File: src/hdl/etfi_pkg.sv
// ----------------------------------------------------------------------------
// etfi_pkg
// Widths, constants and helpers for the escape-time fractal iterator.
// ----------------------------------------------------------------------------
package etfi_pkg;

    localparam int COORD_WIDTH = 16;
    localparam int FRAC_BITS   = 12;

    // Operand width for the multiplier: holds +/- 2^(FRAC_BITS+1).
    localparam int MUL_W  = FRAC_BITS + 3;
    localparam int PROD_W = 2 * MUL_W;
    // z register width, wide enough that z^2 + k never wraps.
    localparam int Z_W = (COORD_WIDTH + 1 > FRAC_BITS + 5) ? COORD_WIDTH + 1 : FRAC_BITS + 5;

    localparam int CNT_W   = 6;
    localparam int MODE_W  = 2;
    localparam int CFG_W   = (COORD_WIDTH > CNT_W) ? COORD_WIDTH : CNT_W;
    localparam int S_DATA_W = ((2 * COORD_WIDTH + 7) / 8) * 8;
    localparam int M_DATA_W = ((2 * CNT_W + 7) / 8) * 8;

    // Escape bounds: |a| or |b| above 2.0, a^2 + b^2 above 4.0.
    localparam logic signed [Z_W-1:0]    LIM2 = Z_W'(1) << (FRAC_BITS + 1);
    localparam logic signed [PROD_W-1:0] LIM4 = PROD_W'(1) << (2 * FRAC_BITS + 2);

    localparam logic [MODE_W-1:0] MODE_MANDEL = 2'd0;
    localparam logic [MODE_W-1:0] MODE_JULIA  = 2'd1;
    localparam logic [MODE_W-1:0] MODE_SHIP   = 2'd2;

    // Configuration register indexes.
    typedef enum logic [1:0] {
        REG_MODE  = 2'd0,
        REG_JRE   = 2'd1,
        REG_JIM   = 2'd2,
        REG_LIMIT = 2'd3
    } cfg_reg_t;

    localparam logic [CNT_W-1:0]        LIMIT_RST = 6'd10;
    localparam logic signed [COORD_WIDTH-1:0] JRE_RST = COORD_WIDTH'(-3277);
    localparam logic signed [COORD_WIDTH-1:0] JIM_RST = COORD_WIDTH'(639);

    // (count*6 + 1) mod 64
    function automatic logic [CNT_W-1:0] palette_of(logic [CNT_W-1:0] cnt);
        logic [CNT_W-1:0] x4;
        logic [CNT_W-1:0] x2;
        x4 = {cnt[CNT_W-3:0], 2'b00};
        x2 = {cnt[CNT_W-2:0], 1'b0};
        return x4 + x2 + CNT_W'(1);
    endfunction

endpackage

File: src/hdl/escape_time_fractal_iterator_top.sv
// ----------------------------------------------------------------------------
// escape_time_fractal_iterator_top
// Mandelbrot / Julia / burning-ship escape-time iterator on one shared
// multiplier, driven by a small sequencer.
// ----------------------------------------------------------------------------
//  Channel  | Direction | Payload (low bit first)
//  s_*      | in        | point_re[15:0], point_im[31:16]   (request = one point)
//  m_*      | out       | escape_count[5:0], palette_color[11:6], zero pad
//  cfg_*    | in        | write-only: 0 mode, 1 julia re, 2 julia im, 3 limit
//
//  Sequence: load in IDLE, then per iteration SQA, SQB, CROSS and UPD (three
//  passes through the one signed multiplier plus an update step), then DONE.
//  s_tready is high only while the sequencer is idle.
//  The result sits in an output register; a stalled m_tready holds the
//  finished item in DONE but a new request is taken as soon as it moves out.
//  rst_n is asynchronous, active low; state, valid and config registers reset.
// ----------------------------------------------------------------------------
module escape_time_fractal_iterator_top (
    input  logic                          clk,
    input  logic                          rst_n,
    // point_re [15:0], point_im [31:16]
    input  logic                          s_tvalid,
    output logic                          s_tready,
    input  logic [etfi_pkg::S_DATA_W-1:0] s_tdata,
    // escape_count [5:0], palette_color [11:6], zeros above
    output logic                          m_tvalid,
    input  logic                          m_tready,
    output logic [etfi_pkg::M_DATA_W-1:0] m_tdata,
    // configuration writes
    input  logic                          cfg_we,
    input  logic [1:0]                    cfg_addr,
    input  logic [etfi_pkg::CFG_W-1:0]    cfg_data
);
    import etfi_pkg::*;

    typedef enum logic [2:0] {
        S_IDLE,
        S_SQA,    // limit / magnitude check, a*a
        S_SQB,    // b*b
        S_CROSS,  // escape test on a^2+b^2, a^2-b^2, a*b
        S_UPD,    // z <- z^2 + k
        S_DONE
    } state_t;

    // Configuration registers
    logic [MODE_W-1:0]             mode_reg;
    logic signed [COORD_WIDTH-1:0] jre_reg;
    logic signed [COORD_WIDTH-1:0] jim_reg;
    logic [CNT_W-1:0]              limit_reg;

    // Sequencer and datapath registers
    state_t                        state_reg, state_next;
    logic signed [Z_W-1:0]         za_reg, za_next;
    logic signed [Z_W-1:0]         zb_reg, zb_next;
    logic signed [COORD_WIDTH-1:0] kre_reg, kre_next;
    logic signed [COORD_WIDTH-1:0] kim_reg, kim_next;
    logic                          ship_reg, ship_next;
    logic [CNT_W-1:0]              cnt_reg, cnt_next;
    logic signed [PROD_W-1:0]      prod_reg, prod_next;
    logic signed [PROD_W-1:0]      a2_reg, a2_next;
    logic signed [PROD_W-1:0]      diff_reg, diff_next;
    logic                          m_tvalid_reg, m_tvalid_next;
    logic [CNT_W-1:0]              out_cnt_reg, out_cnt_next;

    // Shared multiplier
    logic signed [MUL_W-1:0]       mul_x, mul_y;
    logic signed [PROD_W-1:0]      mul_p;

    logic signed [COORD_WIDTH-1:0] in_re, in_im;
    logic signed [PROD_W-1:0]      sq_sum;
    logic signed [PROD_W-1:0]      cross_term;
    logic signed [PROD_W-1:0]      re_shift, im_shift;
    logic                          out_big;

    assign in_re = s_tdata[COORD_WIDTH-1:0];
    assign in_im = s_tdata[2*COORD_WIDTH-1:COORD_WIDTH];

    // Operands are narrowed only after the magnitude check has passed.
    always_comb
    begin
        mul_x = za_reg[MUL_W-1:0];
        mul_y = za_reg[MUL_W-1:0];
        case (state_reg)
            S_SQB:   begin mul_x = zb_reg[MUL_W-1:0]; mul_y = zb_reg[MUL_W-1:0]; end
            S_CROSS: begin mul_x = za_reg[MUL_W-1:0]; mul_y = zb_reg[MUL_W-1:0]; end
            default: ;
        endcase
    end
    assign mul_p = mul_x * mul_y;

    assign out_big = (za_reg > LIM2) || (za_reg < -LIM2) ||
                     (zb_reg > LIM2) || (zb_reg < -LIM2);
    assign sq_sum  = a2_reg + prod_reg;

    // 2ab, mirrored to the positive side for burning ship
    always_comb
    begin
        cross_term = prod_reg <<< 1;
        if (ship_reg && cross_term[PROD_W-1])
            cross_term = -cross_term;
    end
    assign re_shift = diff_reg >>> FRAC_BITS;   // floor division
    assign im_shift = cross_term >>> FRAC_BITS;

    assign s_tready = (state_reg == S_IDLE);

    always_comb
    begin
        state_next    = state_reg;
        za_next       = za_reg;
        zb_next       = zb_reg;
        kre_next      = kre_reg;
        kim_next      = kim_reg;
        ship_next     = ship_reg;
        cnt_next      = cnt_reg;
        prod_next     = prod_reg;
        a2_next       = a2_reg;
        diff_next     = diff_reg;
        out_cnt_next  = out_cnt_reg;
        m_tvalid_next = m_tvalid_reg && !m_tready;

        unique case (state_reg)
            S_IDLE:
            begin
                if (s_tvalid)
                begin
                    cnt_next  = '0;
                    ship_next = (mode_reg == MODE_SHIP);
                    if (mode_reg == MODE_JULIA)
                    begin
                        za_next  = Z_W'(in_re);
                        zb_next  = Z_W'(in_im);
                        kre_next = jre_reg;
                        kim_next = jim_reg;
                    end
                    else
                    begin
                        za_next  = '0;
                        zb_next  = '0;
                        kre_next = in_re;
                        kim_next = in_im;
                    end
                    state_next = S_SQA;
                end
            end
            S_SQA:
            begin
                if ((cnt_reg >= limit_reg) || out_big)
                    state_next = S_DONE;
                else
                begin
                    prod_next  = mul_p;
                    state_next = S_SQB;
                end
            end
            S_SQB:
            begin
                a2_next    = prod_reg;
                prod_next  = mul_p;
                state_next = S_CROSS;
            end
            S_CROSS:
            begin
                if (sq_sum > LIM4)
                    state_next = S_DONE;
                else
                begin
                    diff_next  = a2_reg - prod_reg;
                    prod_next  = mul_p;
                    state_next = S_UPD;
                end
            end
            S_UPD:
            begin
                za_next    = Z_W'(re_shift) + Z_W'(kre_reg);
                zb_next    = Z_W'(im_shift) + Z_W'(kim_reg);
                cnt_next   = cnt_reg + CNT_W'(1);
                state_next = S_SQA;
            end
            S_DONE:
            begin
                if (!m_tvalid_reg || m_tready)
                begin
                    m_tvalid_next = 1'b1;
                    out_cnt_next  = cnt_reg;
                    state_next    = S_IDLE;
                end
            end
        endcase
    end

    always_ff @(posedge clk or negedge rst_n)
    begin
        if (!rst_n)
        begin
            state_reg    <= S_IDLE;
            m_tvalid_reg <= 1'b0;
        end
        else
        begin
            state_reg    <= state_next;
            m_tvalid_reg <= m_tvalid_next;
        end
    end

    // Datapath payload, no reset needed
    always_ff @(posedge clk)
    begin
        za_reg      <= za_next;
        zb_reg      <= zb_next;
        kre_reg     <= kre_next;
        kim_reg     <= kim_next;
        ship_reg    <= ship_next;
        cnt_reg     <= cnt_next;
        prod_reg    <= prod_next;
        a2_reg      <= a2_next;
        diff_reg    <= diff_next;
        out_cnt_reg <= out_cnt_next;
    end

    // Configuration registers
    always_ff @(posedge clk or negedge rst_n)
    begin
        if (!rst_n)
        begin
            mode_reg  <= MODE_MANDEL;
            jre_reg   <= JRE_RST;
            jim_reg   <= JIM_RST;
            limit_reg <= LIMIT_RST;
        end
        else if (cfg_we)
        begin
            unique case (cfg_reg_t'(cfg_addr))
                REG_MODE:  mode_reg  <= cfg_data[MODE_W-1:0];
                REG_JRE:   jre_reg   <= cfg_data[COORD_WIDTH-1:0];
                REG_JIM:   jim_reg   <= cfg_data[COORD_WIDTH-1:0];
                REG_LIMIT: limit_reg <= cfg_data[CNT_W-1:0];
            endcase
        end
    end

    assign m_tvalid = m_tvalid_reg;
    assign m_tdata  = {{(M_DATA_W - 2*CNT_W){1'b0}}, palette_of(out_cnt_reg), out_cnt_reg};

endmodule

File: config.mk
export PLATFORM = sky130hd
export DESIGN_NAME = escape_time_fractal_iterator_top
export DESIGN_NICKNAME = d
export VERILOG_FILES = /design/src/hdl/etfi_pkg.sv /design/src/hdl/escape_time_fractal_iterator_top.sv
export SDC_FILE = /design/constraint.sdc
export NUM_CORES = 1
export LEC_CHECK = 0
export BUFFER_PORTS_ARGS = -buffer_cell sky130_fd_sc_hd__buf_4
export CAP_MARGIN = 20
export CORE_MARGIN = 3
export CORE_UTILIZATION = 35
export CTS_BUF_LIST = sky130_fd_sc_hd__clkbuf_8
export DETAILED_ROUTE_END_ITERATION = 12
export PLACE_DENSITY = 0.6
export SYNTH_ARGS = -nofsm -noshare
export SYNTH_HDL_FRONTEND = slang
export SYNTH_SLANG_ARGS = --single-unit
File: constraint.sdc
create_clock -name clk -period 8.3 [get_ports clk]
set_input_delay 0.83 -clock clk [delete_from_list [all_inputs] [get_ports clk]]
set_output_delay 0.83 -clock clk [all_outputs]
set_load 0.05 [all_outputs]
Word-level counts from Yosys, hierarchy flattened --
Index checks and enable logic that the tools add are counted.
Word-level totals: register bits after elaboration 212, input bits 55, output and inout port bits 18, word-level logic and storage cells 93
Operators by class: add/sub/neg operators 8, multipliers 1, magnitude comparators 6, equal/unequal tests 14, multiplexer cells 23, bitwise logic cells 1, reduce and logical (&&, ||, !) cells 24
Operator list (number):
- $pmux 30 s3 | 1
- $mux 17 | 4
- $pmux 17 s2 | 2
- $mux 30 | 2
- $add 17x16->17 | 2
- $gt 17x15->1 const B | 2
- $lt 17x14->1 const B | 2
- $mux 16 | 2
- $add 30x30->30 | 1
- $gt 30x28->1 const B | 1
- $mul 15x15->30 | 1
- $mux 15 | 2
- $mux 29 | 1
- $neg 29->29 | 1
- $sub 29x29->29 | 1
- $pmux 3 s6 | 1
- $reduce_and 2->1 | 9
- $add 6x1->6 const B | 2
- $pmux 6 s2 | 1
- $mux 3 | 3
- $ne 2x2->1 const B | 4
- $add 6x6->6 | 1
- $eq 2x2->1 const B | 3
- $eq 3x2->1 const B | 2
- other kinds (16) | 26

Longest topological paths before layout --
Gate-level depths: netlist of run 1.
word-level depth 7, mapped depth 30, depth with buffers taken out 27

Least setup slack after synthesis of run 1 --
OpenSTA, ideal clock, no wires.
path kind flip-flop to flip-flop, start register state_reg[2], end register prod_reg[28], data pin, setup time 259 ps, arrival 7967 ps, path slack 74 ps, stages on the path, launching flop included 27, path buffers 2, clock period less this slack 8226 ps, path through dfrtp_1 -> clkbuf_1 -> inv_1 -> nand2_1 -> nor2_1 -> clkbuf_1 -> mux2_2 -> nand2_1 -> fa_1 -> fa_1 -> inv_1 -> fa_1 -> fa_1 -> fa_1 -> inv_1 -> fa_1 -> inv_1 -> ha_1 -> a21o_1 -> a21o_1 -> a21o_1 -> a2111oi_0 -> nor3_1 -> a21oi_1 -> o211ai_1 -> and3_1 -> a211o_1
On the way: word-level cells in the longest chain between the ends 6
Ends and longest elaborated chain:
- start, declared | RTL line escape_time_fractal_iterator_top.sv:52 | state_t state_reg, state_next;
- start signal, assigned | RTL line escape_time_fractal_iterator_top.sv:201 | state_reg <= state_next;
- $eq 3x2->1 | RTL line escape_time_fractal_iterator_top.sv:83 | case (state_reg)
- $reduce_or 2->1 (no line)
- $mux 15 | RTL line escape_time_fractal_iterator_top.sv:83
- $mul 15x15->30 (*) | RTL line escape_time_fractal_iterator_top.sv:89 | assign mul_p = mul_x * mul_y;
- via mul_p[28] | RTL line escape_time_fractal_iterator_top.sv:67 | logic signed [PROD_W-1:0] mul_p;
- $mux 30 (on tied branches) | RTL line escape_time_fractal_iterator_top.sv:164, escape_time_fractal_iterator_top.sv:148
- $pmux 30 s3 (*) | RTL line escape_time_fractal_iterator_top.sv:122 | unique case (state_reg)
- end signal, assigned | RTL line escape_time_fractal_iterator_top.sv:215 | prod_reg <= prod_next;
- end, declared | RTL line escape_time_fractal_iterator_top.sv:59 | logic signed [PROD_W-1:0] prod_reg, prod_next;
Mark *: on every way through the listed nets, which the timed path passes. The rest lies on a longest branch. The select of a mux whose other input is x is not followed. A chain may end at the register's enable or synchronous reset.

Final worst setup path of run 1 --
Same ends and word-level chain as after synthesis.

==> PnR_summary.wiki, run 1 <==
{| class="wikitable"
! Metric !! Value
|-
| Status || finished clean
|-
| Worst-skew pair later-pin latency || around 0.50 ns
|-
| CTS Sinks || 200
|-
| Die Footprint || roughly 65,000 sq um
|-
| Total number of nets in the final design || between 2,000 and 3,000
|-
| Clock input transition at the sequential cells of the worst setup and hold paths || ~0.11 ns
|-
| Die boundary height || 255.3 microns
|-
| Endpoint class of the critical path || flop
|-
| Vias per cell || ~5.3
|-
| Highest achievable clock rate || around 130 MHz
|-
| Maximum number of pins on one net before global-route repair || 70
|-
| Biggest fanout along the worst timing path || 10
|-
| Number of rows in the core area || 90
|-
| Gp weighted congestion || between 0.9 and 1
|-
| Share of layout cells above drive strength 1 || about 13%
|-
| Routed Antenna Nets || 0
|-
| Root buffer selected by CTS || sky130_fd_sc_hd__clkbuf_8
|-
| First-pass GRT wire length || around 100 mm
|-
| Drt wl/cell || between 20 and 25 microns
|-
| Critical path launch point type || flop
|-
| Library cell contributing the largest single delay on the critical path || sky130_fd_sc_hd__mux2i_1
|-
| Slew Viols, Final || 0
|-
| Setup violations, final || 0
|-
| Unrepaired setup endpoints after global routing || false
|-
| Slew @ Worst Pin || about 1.1 ns
|-
| Sum of routed wire length over all layers || roughly 64 mm
|-
| Residual DRC || 0
|-
| N_diodes || 0
|-
| Number of H-tree branching levels || 4
|-
| Post-synth top flop || sky130_fd_sc_hd__edfxtp_1
|-
| # Max-Cap Violations || 0
|-
| Area fraction of the dominant cell type after synthesis || 21.53%
|-
| Sum of buffers and inverters on the critical path || 6
|-
| Post-Route Skew || 0.01557 ns
|-
| Yosys warning count || 0
|-
| Layout-stage area growth over the synthesis result || 9.454%
|-
| Top cells by area in the synthesized netlist || sky130_fd_sc_hd__edfxtp_1 22%, sky130_fd_sc_hd__fa_1 21%, sky130_fd_sc_hd__ha_1 10%, sky130_fd_sc_hd__inv_1 6.0%, sky130_fd_sc_hd__mux2_2 5.3%
|-
| Tmin final || ~7.8 ns
|-
| Largest stage delay on the critical path || 0.70 ns
|-
| Final period util || a little over nine tenths
|-
| Remaining global-route overflow || 0
|-
| Flip-flop and latch count after synthesis || 200
|-
| I/O Pins || 73
|-
| Critical path, cell by cell || inv_1 > nand2_1 > nor2_4 > buf_12 > mux2i_1 > nor2_1 > fa_1 > inv_1 > fa_1 > inv_1 > fa_1 > fa_1 > inv_1 > fa_1 > fa_1 > inv_1 > ha_1 > and4_1 > a2111oi_0 > nor3_1 > a21oi_1 > o211ai_1 > nand2_1 > a211o_1
|-
| Relative slew margins || roughly 25%
|-
| Cts bufs inserted || 17
|-
| Cell taking the most area after synthesis || sky130_fd_sc_hd__edfxtp_1
|-
| Hold Vio Cnt, Final || 0
|-
| Synthesized area per cell || between 9 and 10 sq um
|-
| Synthesized instance count || 2,210
|-
| 1st-iter DRT viols || 1,481
|-
| Post-synth EDFFs || around 160
|-
| Post-synthesis instance area || between 20,000 and 25,000 sq um
|-
| Number of I/O port buffers || 67
|-
| Number of detailed-route iterations in the first pass || 5
|-
| CP required || 8.55 ns
|-
| Category of cells accounting for the largest share of critical-path delay || adder cells
|-
| Vias || about 17,000
|-
| Starting density of the core || roughly 36%
|-
| Commonest cells in the netlist || 347 x sky130_fd_sc_hd__inv_1, 226 x sky130_fd_sc_hd__fa_1, 190 x sky130_fd_sc_hd__nor2_1
|-
| Width of the die || 255.3 microns
|-
| Maximum number of buffers from clock root to sink || 2
|-
| Initial antenna violation count || 1
|-
| Area of the core || between 60,000 and 70,000 sq um
|-
| Fraction of the yosys area taken by sequential cells || a little over a quarter
|-
| Most frequent CP cell || sky130_fd_sc_hd__fa_1
|-
| Number of unique standard cell types used by synthesis || 80
|-
| Sum of negative setup slack || 0 ns
|-
| Post-detail-place hpwl || 52.28 mm
|-
| Number of global-route vias before repair || between 15,000 and 20,000
|-
| Worst min-delay path category || in -> async
|-
| Combined global-route utilization of all metal layers || 19.67%
|-
| Post-CTS Hold Fix Bufs || 0
|-
| Dominant cell by count in the synthesized netlist || sky130_fd_sc_hd__inv_1
|-
| Share of flip-flops with an asynchronous set or reset after synthesis || between 20% and 30%
|-
| CTS tree || yes
|-
| Endpoint arrival time on the critical path || 8.09 ns
|-
| Type of the worst setup path || reg -> reg
|}
[cell type report]
class,instances,area [sq um]
fill,6025,37110
multi-input combinational,1601,14400
sequential,200,5811
inverter,350,1314
tap,828,1036
timing repair buffer,106,824.5
clock buffer,18,247.7
clock inverter,14,185.2
[per-layer routing]
layer / track usage [%] / routed length (microns) / part of all wire [%]
met1: 27.98 / 29060 / 45
met2: 31.58 / 29640 / 46
met3: 2.535 / 3777 / 5.9
met4: 5.336 / 1625 / 2.5
met5: 0 / 0 / 0
[placed cells by master, fill, tap and decap left out, types with 30 or more instances in the layout]
cell type	n
sky130_fd_sc_hd__nor2_1	189
sky130_fd_sc_hd__mux2_2	103
sky130_fd_sc_hd__mux2i_1	34
sky130_fd_sc_hd__fa_1	226
sky130_fd_sc_hd__buf_4	103
sky130_fd_sc_hd__ha_1	181
sky130_fd_sc_hd__inv_1	347
sky130_fd_sc_hd__a21oi_1	55
sky130_fd_sc_hd__edfxtp_1	156
sky130_fd_sc_hd__nand2_1	181
sky130_fd_sc_hd__o21ai_0	75
sky130_fd_sc_hd__xnor2_1	80
sky130_fd_sc_hd__nor3_1	33
sky130_fd_sc_hd__nand3_1	59
sky130_fd_sc_hd__nand2b_1	30
[stage by stage]
step	cell area [sq um]	instances	hold WS (ns)	util (%)	setup WS, ns
2_1_floorplan	21770	2213	0.4473	-	0.07394
3_3_place_gp	23350	3083	0.4844	38.32	0.6875
3_5_place_dp	23350	3083	0.4889	38.32	0.5172
4_1_cts	23780	3115	0.3132	39.03	0.4841
5_1_grt	23820	3117	0.3401	39.09	0.02083
6_report	23820	3117	0.3345	39.09	0.4602
[worst paths after layout]
check                                    startpoint                        to  cells after the start  slack [ns]
min reg2reg                 jim_reg[12]$_DFFE_PN0P_   jim_reg[12]$_DFFE_PN0P_                      1        0.51
min                                           rst_n   jim_reg[13]$_DFFE_PN0P_                      1        0.33
min in group clk            jim_reg[12]$_DFFE_PN0P_   jim_reg[12]$_DFFE_PN0P_                      1        0.51
max reg2reg                state_reg[2]$_DFFE_PN0P_    prod_reg[28]$_DFFE_PP_                     24        0.46
max in group asynchronous                     rst_n  limit_reg[2]$_DFFE_PN0P_                      1        7.55
max                        state_reg[2]$_DFFE_PN0P_    prod_reg[28]$_DFFE_PP_                     24        0.46
[cells by family (layout without fill, tap and decap cells)]
| group | Yosys count | count (layout) | share of synthesized area (%) |
|---|---|---|---|
| other | 2 | 5 | 0.03452 |
| XOR/XNOR | 98 | 98 | 3.945 |
| adder cells (fa/ha/maj) | 407 | 407 | 31.20 |
| buffers and inverters | 412 | 488 | 7.286 |
| flip-flops | 200 | 200 | 26.70 |
| AO/OA/AOI/OAI | 319 | 319 | 10.15 |
| AND/OR/NAND/NOR | 634 | 634 | 13.74 |
| multiplexers | 138 | 138 | 6.941 |
[timing repair]
item	CTS	global route
endpoints found under the setup margin	0	2
setup buffers	0	2
gates resized for setup	0	2
Power of run 1 is left out: the tool's default activity adds up to more than one toggle a clock period on the data nets, which glitch-free logic cannot reach.
==> run 2, diff against run 1 <==
- ABC_AREA: default -> 1
- CTS_CLUSTER_DIAMETER: default -> 60
==> PnR_summary.wiki, run 2 <==
{| class="wikitable"
! Metric !! Value
|-
| Residual DRC || 0 (unchanged)
|-
| Count of cells resized by post-cts repair || 0 (unchanged)
|-
| Synthesized instance count || 2,707 (was 2,210)
|-
| Area fraction of the dominant cell type after synthesis || 21.23% (was 21.53%)
|-
| Commonest cells in the netlist || 628 x sky130_fd_sc_hd__nand2_1, 526 x sky130_fd_sc_hd__inv_1, 226 x sky130_fd_sc_hd__fa_1 (was 347 x sky130_fd_sc_hd__inv_1, 226 x sky130_fd_sc_hd__fa_1, 190 x sky130_fd_sc_hd__nor2_1)
|-
| Terminus of the critical flop-to-flop path || prod_reg[24]$_DFFE_PP_ (was prod_reg[28]$_DFFE_PP_)
|-
| Gp weighted congestion || 0.9445 (was 0.9591)
|-
| Dominant cell by count in the synthesized netlist || sky130_fd_sc_hd__nand2_1 (was sky130_fd_sc_hd__inv_1)
|-
| Number of rows in the core area || 91 (was 90)
|-
| Vias per cell || 4.896 (was 5.326)
|-
| Relative slew margins || 47.48% (was 24.86%)
|-
| Library cell contributing the largest single delay on the critical path || sky130_fd_sc_hd__fa_1 (was sky130_fd_sc_hd__mux2i_1)
|-
| Maximum number of buffers from clock root to sink || 2 (unchanged)
|-
| Tmin final || 7.612 ns (was 7.840 ns)
|-
| Hold Vio Cnt, Final || 0 (unchanged)
|-
| Largest stage delay on the critical path || 0.54 ns (was 0.70 ns)
|-
| Critical path launch point type || flop (unchanged)
|-
| Area of the core || 62,050 sq um (was 60,920 sq um)
|-
| Root buffer selected by CTS || sky130_fd_sc_hd__clkbuf_8 (unchanged)
|-
| Number of H-tree branching levels || 4 (unchanged)
|-
| Die Footprint || 66,100 sq um (was 65,190 sq um)
|-
| Cell taking the most area after synthesis || sky130_fd_sc_hd__edfxtp_1 (unchanged)
|-
| Slew Viols, Final || 0 (unchanged)
|-
| Total number of nets in the final design || 3,219 (was 2,738)
|-
| Number of detailed-route iterations in the first pass || 7 (was 5)
|-
| First-pass GRT wire length || 95.91 mm (was 99.94 mm)
|-
| Starting density of the core || 35.56% (was 35.72%)
|-
| Post-Route Skew || 0.03235 ns (was 0.01557 ns)
|-
| Critical path capture point || prod_reg[24]$_DFFE_PP_ (was prod_reg[28]$_DFFE_PP_)
|-
| Sum of negative setup slack || 0 ns (unchanged)
|-
| Clock input transition at the sequential cells of the worst setup and hold paths || 0.12 ns (was 0.11 ns)
|-
| Maximum number of pins on one net before global-route repair || 65 (was 70)
|-
| Number of global-route vias before repair || 17,670 (was 16,950)
|-
| Number of unique standard cell types used by synthesis || 51 (was 80)
|-
| Worst-skew pair later-pin latency || 0.48 ns (was 0.50 ns)
|-
| Area of combinational cells with multiple inputs || 13,900 sq um (was 14,400 sq um)
|-
| Unrepaired setup endpoints after global routing || false (unchanged)
|-
| CP required || 8.52 ns (was 8.55 ns)
|-
| CTS Sinks || 200 (unchanged)
|-
| Leading cell types in the layout, fill and taps excluded || 628 x sky130_fd_sc_hd__nand2_1, 527 x sky130_fd_sc_hd__inv_1, 226 x sky130_fd_sc_hd__fa_1 (was 347 x sky130_fd_sc_hd__inv_1, 226 x sky130_fd_sc_hd__fa_1, 189 x sky130_fd_sc_hd__nor2_1)
|-
| Share of layout cells above drive strength 1 || 7.292% (was 12.63%)
|-
| Most frequent CP cell || sky130_fd_sc_hd__fa_1 (unchanged)
|-
| Post-CTS Hold Fix Bufs || 0 (unchanged)
|-
| Die boundary height || 257.1 microns (was 255.3 microns)
|-
| Critical path origin || state_reg[2]$_DFFE_PN0P_ (unchanged)
|-
| 1st-iter DRT viols || 1,416 (was 1,481)
|-
| Width of the die || 257.1 microns (was 255.3 microns)
|-
| Slew @ Worst Pin || 0.7825 ns (was 1.124 ns)
|-
| Share of flip-flops with an asynchronous set or reset after synthesis || 22.00% (unchanged)
|-
| Drt wl/cell || 16.88 microns (was 20.56 microns)
|-
| Post-synthesis instance area || 22,070 sq um (was 21,760 sq um)
|-
| Final period util || 91.71% (was 94.46%)
|-
| Combined global-route utilization of all metal layers || 18.43% (was 19.67%)
|-
| Vias || 17,660 (was 16,600)
|-
| Post-synth EDFFs || 156 (unchanged)
|-
| Type of the worst setup path || reg -> reg (unchanged)
|-
| Sum of routed wire length over all layers || 60.87 mm (was 64.10 mm)
|-
| Post-synth top flop || sky130_fd_sc_hd__edfxtp_1 (unchanged)
|-
| Synthesized area per cell || 8.152 sq um (was 9.845 sq um)
|-
| Number of I/O port buffers || 67 (unchanged)
|-
| Fraction of the yosys area taken by sequential cells || 26.33% (was 26.71%)
|-
| Layout-stage area growth over the synthesis result || 8.351% (was 9.454%)
|-
| Postcts setup bufs || 0 (unchanged)
|-
| Endpoint class of the critical path || flop (unchanged)
|-
| Post-detail-place hpwl || 50.78 mm (was 52.28 mm)
|-
| # fillers || 6,437 (was 6,025)
|-
| Biggest fanout along the worst timing path || 32 (was 10)
|-
| Worst min-delay path category || in -> async (unchanged)
|-
| Yosys warning count || 0 (unchanged)
|-
| Flip-flop and latch count after synthesis || 200 (unchanged)
|-
| CTS tree || yes (unchanged)
|-
| Worst r2r path cells || 28 (was 24)
|-
| Remaining global-route overflow || 0 (unchanged)
|-
| I/O Pins || 73 (unchanged)
|-
| N_diodes || 0 (unchanged)
|-
| Setup violations, final || 0 (unchanged)
|-
| Most common library cell in the layout ignoring fill and taps || sky130_fd_sc_hd__nand2_1 (was sky130_fd_sc_hd__inv_1)
|-
| Endpoint arrival time on the critical path || 7.83 ns (was 8.09 ns)
|-
| Area occupied by registers || 5811 sq um (unchanged)
|-
| Initial antenna violation count || 0 (was 1)
|-
| Worst r2r src || state_reg[2]$_DFFE_PN0P_ (unchanged)
|-
| Cts bufs inserted || 17 (unchanged)
|-
| Top cells by area in the synthesized netlist || sky130_fd_sc_hd__edfxtp_1 21%, sky130_fd_sc_hd__fa_1 21%, sky130_fd_sc_hd__nand2_1 11%, sky130_fd_sc_hd__ha_1 10%, sky130_fd_sc_hd__inv_1 8.9% (was sky130_fd_sc_hd__edfxtp_1 22%, sky130_fd_sc_hd__fa_1 21%, sky130_fd_sc_hd__ha_1 10%, sky130_fd_sc_hd__inv_1 6.0%, sky130_fd_sc_hd__mux2_2 5.3%)
|-
| Status || finished clean (unchanged)
|-
| Highest achievable clock rate || 131.4 MHz (was 127.6 MHz)
|-
| # Max-Cap Violations || 0 (unchanged)
|-
| Routed Antenna Nets || 0 (unchanged)
|-
| Slack of the worst reg-to-reg path || 0.69 ns (was 0.46 ns)
|}
[run 2: worst max-delay path, delay by kind of cell (launching register included)]
kind                     cells  cell delay (ns)
adder cells (fa/ha/maj)      7             3.29
flip-flops                   1             0.45
AND/OR/NAND/NOR              6             0.62
buffers and inverters        8             1.55
AO/OA/AOI/OAI                7             1.43
[run 2: worst min-delay path by stage]
stage / startpoint / to / slack (ns) / cells past startpoint
finish: rst_n / jim_reg[14]$_DFFE_PN0P_ / 0.33 / 1
global route: rst_n / m_tvalid$_DFF_PN0_ / 0.34 / 1
CTS: rst_n / m_tvalid$_DFF_PN0_ / 0.32 / 1
detailed placement: jim_reg[8]$_DFFE_PN0P_ / jim_reg[8]$_DFFE_PN0P_ / 0.48 / 2
global placement: jre_reg[11]$_DFFE_PN0P_ / jre_reg[11]$_DFFE_PN0P_ / 0.47 / 2
floorplan: prod_reg[29]$_DFFE_PP_ / a2_reg[29]$_DFFE_PN_ / 0.45 / 0
[run 2: stage by stage]
stage / hold slack (ns) / setup WS [ns] / cell area [sq um] / cells / util, %
5_1_grt: 0.3354 / 0.1117 / 23910 / 3607 / 38.53
4_1_cts: 0.3199 / 0.7722 / 23860 / 3604 / 38.45
3_3_place_gp: 0.4670 / 0.7573 / 23510 / 3572 / 37.88
6_report: 0.3312 / 0.6877 / 23910 / 3607 / 38.53
2_1_floorplan: 0.4487 / 1.108 / 22080 / 2710 / -
3_5_place_dp: 0.4758 / 0.7996 / 23510 / 3572 / 37.88
[run 2: cell type report]
class | count | area share, %
repair buffers | 96 | 3.129
clock inverters | 15 | 0.5023
multi-input cells | 1896 | 58.14
well taps | 837 | 4.380
clock buffers | 17 | 0.9785
inverters | 546 | 8.571
flip-flops and latches | 200 | 24.30
[run 2: cells by family after synthesis]
group	synth area share [%]
adders and majority gates	30.76
DFF	26.33
AOI/OAI and AO/OA	8.635
buffers and inverters	10.76
xor gates and xnor gates	3.889
and+or+nand+nor	19.59
other	0.03403
[run 2: routing by layer]
layer,vias to the layer above,share of wire [%],track usage (%),wire (microns)
li1,8573,-,-,-
met2,535,45,29.72,27620
met5,-,0,0,0
met1,8436,45,25.37,27480
met4,0,3.7,6.646,2268
met3,117,5.8,2.510,3505
Power of run 2 is left out for the same reason.
==> run 3, diff against run 2 <==
- ABC_AREA: 1 -> default
- BUFFER_PORTS_ARGS: -buffer_cell sky130_fd_sc_hd__buf_4 -> -buffer_cell sky130_fd_sc_hd__buf_2
==> PnR_summary.wiki, run 3 (synthesis results as in run 1) <==
{| class="wikitable"
! Metric !! Value
|-
| Number of I/O port buffers || 67 (unchanged)
|-
| Relative slew margins || 24.60% (was 47.48%)
|-
| Status || finished clean (unchanged)
|-
| First-pass GRT wire length || 99.71 mm (was 95.91 mm)
|-
| Worst-skew pair later-pin latency || 0.49 ns (was 0.48 ns)
|-
| Residual DRC || 0 (unchanged)
|-
| N_diodes || 0 (unchanged)
|-
| Share of layout cells above drive strength 1 || 12.78% (was 7.292%)
|-
| Post-detail-place hpwl || 52.35 mm (was 50.78 mm)
|-
| Number of H-tree branching levels || 4 (unchanged)
|-
| Cts bufs inserted || 17 (unchanged)
|-
| Worst slack at placement || 0.3093 ns (was 0.7996 ns)
|-
| CTS Sinks || 200 (unchanged)
|-
| Slew @ Worst Pin || 1.121 ns (was 0.7825 ns)
|-
| Most common library cell in the layout ignoring fill and taps || sky130_fd_sc_hd__inv_1 (was sky130_fd_sc_hd__nand2_1)
|-
| CP required || 8.55 ns (was 8.52 ns)
|-
| Die boundary height || 255.3 microns (was 257.1 microns)
|-
| Tmin final || 8.040 ns (was 7.612 ns)
|-
| Post-CTS Hold Fix Bufs || 0 (unchanged)
|-
| Highest achievable clock rate || 124.4 MHz (was 131.4 MHz)
|-
| Total number of nets in the final design || 2,742 (was 3,219)
|-
| Initial antenna violation count || 1 (was 0)
|-
| Critical path launch point type || flop (unchanged)
|-
| Type of the worst setup path || reg -> reg (unchanged)
|-
| Clock input transition at the sequential cells of the worst setup and hold paths || 0.11 ns (was 0.12 ns)
|-
| Post-Route Skew || 0.02457 ns (was 0.03235 ns)
|-
| Maximum number of pins on one net before global-route repair || 65 (unchanged)
|-
| Vias || 16,860 (was 17,660)
|-
| Endpoint class of the critical path || flop (unchanged)
|-
| Biggest fanout along the worst timing path || 20 (was 32)
|-
| Combined global-route utilization of all metal layers || 19.54% (was 18.43%)
|-
| I/O Pins || 73 (unchanged)
|-
| Layout-stage area growth over the synthesis result || 8.591% (was 8.351%)
|-
| Placed cell area || 23,200 sq um (was 23,510 sq um)
|-
| Width of the die || 255.3 microns (was 257.1 microns)
|-
| Final period util || 96.87% (was 91.71%)
|-
| Worst min-delay path category || in -> async (unchanged)
|-
| Starting density of the core || 35.72% (was 35.56%)
|-
| Area of the core || 60,920 sq um (was 62,050 sq um)
|-
| Sum of routed wire length over all layers || 64.21 mm (was 60.87 mm)
|-
| Unrepaired setup endpoints after global routing || true (was false)
|-
| Gp weighted congestion || 0.9395 (was 0.9445)
|-
| Drt wl/cell || 20.57 microns (was 16.88 microns)
|-
| CTS tree || yes (unchanged)
|-
| Number of global-route vias before repair || 17,040 (was 17,670)
|-
| Vias per cell || 5.401 (was 4.896)
|-
| Hold Vio Cnt, Final || 0 (unchanged)
|-
| Slew Viols, Final || 0 (unchanged)
|-
| Remaining global-route overflow || 0 (unchanged)
|-
| Setup violations, final || 0 (unchanged)
|-
| Die Footprint || 65,190 sq um (was 66,100 sq um)
|-
| Post-route worst setup slack || 0.2602 ns (was 0.6877 ns)
|-
| Final cell area excluding filler cells || 23,630 sq um (was 23,910 sq um)
|-
| Maximum number of buffers from clock root to sink || 2 (unchanged)
|-
| Routed Antenna Nets || 0 (unchanged)
|-
| # Max-Cap Violations || 0 (unchanged)
|-
| Number of rows in the core area || 90 (was 91)
|-
| Endpoint arrival time on the critical path || 8.29 ns (was 7.83 ns)
|-
| Leading cell types in the layout, fill and taps excluded || 348 x sky130_fd_sc_hd__inv_1, 226 x sky130_fd_sc_hd__fa_1, 189 x sky130_fd_sc_hd__nor2_1 (was 628 x sky130_fd_sc_hd__nand2_1, 527 x sky130_fd_sc_hd__inv_1, 226 x sky130_fd_sc_hd__fa_1)
|-
| Number of detailed-route iterations in the first pass || 6 (was 7)
|-
| 1st-iter DRT viols || 1,459 (was 1,416)
|-
| Root buffer selected by CTS || sky130_fd_sc_hd__clkbuf_8 (unchanged)
|}
run 3: per-layer routing:
metal | track usage (%) | wire length [microns] | up-vias
met5 | 0 | 0 | -
met2 | 31.81 | 30070 | 622
met3 | 2.070 | 3582 | 77
li1 | - | - | 7603
met1 | 27.88 | 29170 | 8553
met4 | 4.954 | 1394 | 0
run 3: worst paths after layout:
kind                       cells after the start  slack [ns]                  endpoint                     start
setup / recovery                              25        0.26    prod_reg[28]$_DFFE_PP_  state_reg[2]$_DFFE_PN0P_
hold / removal                                 1        0.27   jim_reg[14]$_DFFE_PN0P_                     rst_n
setup reg to reg                              25        0.26    prod_reg[28]$_DFFE_PP_  state_reg[2]$_DFFE_PN0P_
hold reg to reg                                1        0.51    jre_reg[2]$_DFFE_PN0P_    jre_reg[2]$_DFFE_PN0P_
max in group asynchronous                      2        7.45  limit_reg[1]$_DFFE_PN1P_                     rst_n
min in group clk                               1        0.51    jre_reg[2]$_DFFE_PN0P_    jre_reg[2]$_DFFE_PN0P_
run 3: repair_timing:
item | in CTS | in global routing
buffers inserted | 0 | 0
resized for setup | 0 | 2
hold endpoints to repair | 0 | 0
endpoints found under the setup margin | 0 | 5
run 3: layout make-up:
cell class | count | area, sq um
Fill cell | 6057 | 37290
Multi-Input combinational cell | 1601 | 14400
Sequential cell | 200 | 5811
Inverter | 350 | 1314
Tap cell | 828 | 1036
Timing Repair Buffer | 110 | 670.6
Clock buffer | 18 | 247.7
Clock inverter | 14 | 146.4
run 3: through the flow:
step                      std cells  util [%]   TNS, ns  hold slack, ns
after global placement         3088     38.09         0          0.4825
after detailed placement       3088     38.09         0          0.4877
after global routing           3121     38.78  -0.08666          0.2632
after floorplan                2213         -         0          0.4473
after CTS                      3120     38.74         0          0.5120
final                          3121     38.78         0          0.2743
run 3: worst max-delay path: stages (launching register included):
cell	delay, ns
sky130_fd_sc_hd__dfrtp_1	0.50
sky130_fd_sc_hd__inv_1	0.14
sky130_fd_sc_hd__nand2_1	0.11
sky130_fd_sc_hd__nor2_4	0.50
sky130_fd_sc_hd__mux2i_1	0.66
sky130_fd_sc_hd__nor2_1	0.14
sky130_fd_sc_hd__fa_1	0.51
sky130_fd_sc_hd__inv_1	0.05
sky130_fd_sc_hd__fa_1	0.48
sky130_fd_sc_hd__inv_1	0.06
sky130_fd_sc_hd__fa_1	0.48
sky130_fd_sc_hd__fa_1	0.50
sky130_fd_sc_hd__fa_1	0.50
sky130_fd_sc_hd__inv_1	0.05
sky130_fd_sc_hd__fa_1	0.50
sky130_fd_sc_hd__inv_1	0.05
sky130_fd_sc_hd__ha_1	0.35
sky130_fd_sc_hd__a21o_1	0.20
sky130_fd_sc_hd__a21o_1	0.17
sky130_fd_sc_hd__a21o_1	0.19
sky130_fd_sc_hd__a2111oi_0	0.46
sky130_fd_sc_hd__nor3_1	0.27
sky130_fd_sc_hd__a21oi_1	0.31
sky130_fd_sc_hd__o211ai_1	0.19
sky130_fd_sc_hd__and3_1	0.18
sky130_fd_sc_hd__a211o_1	0.22
Power of run 3 is left out for the same reason.
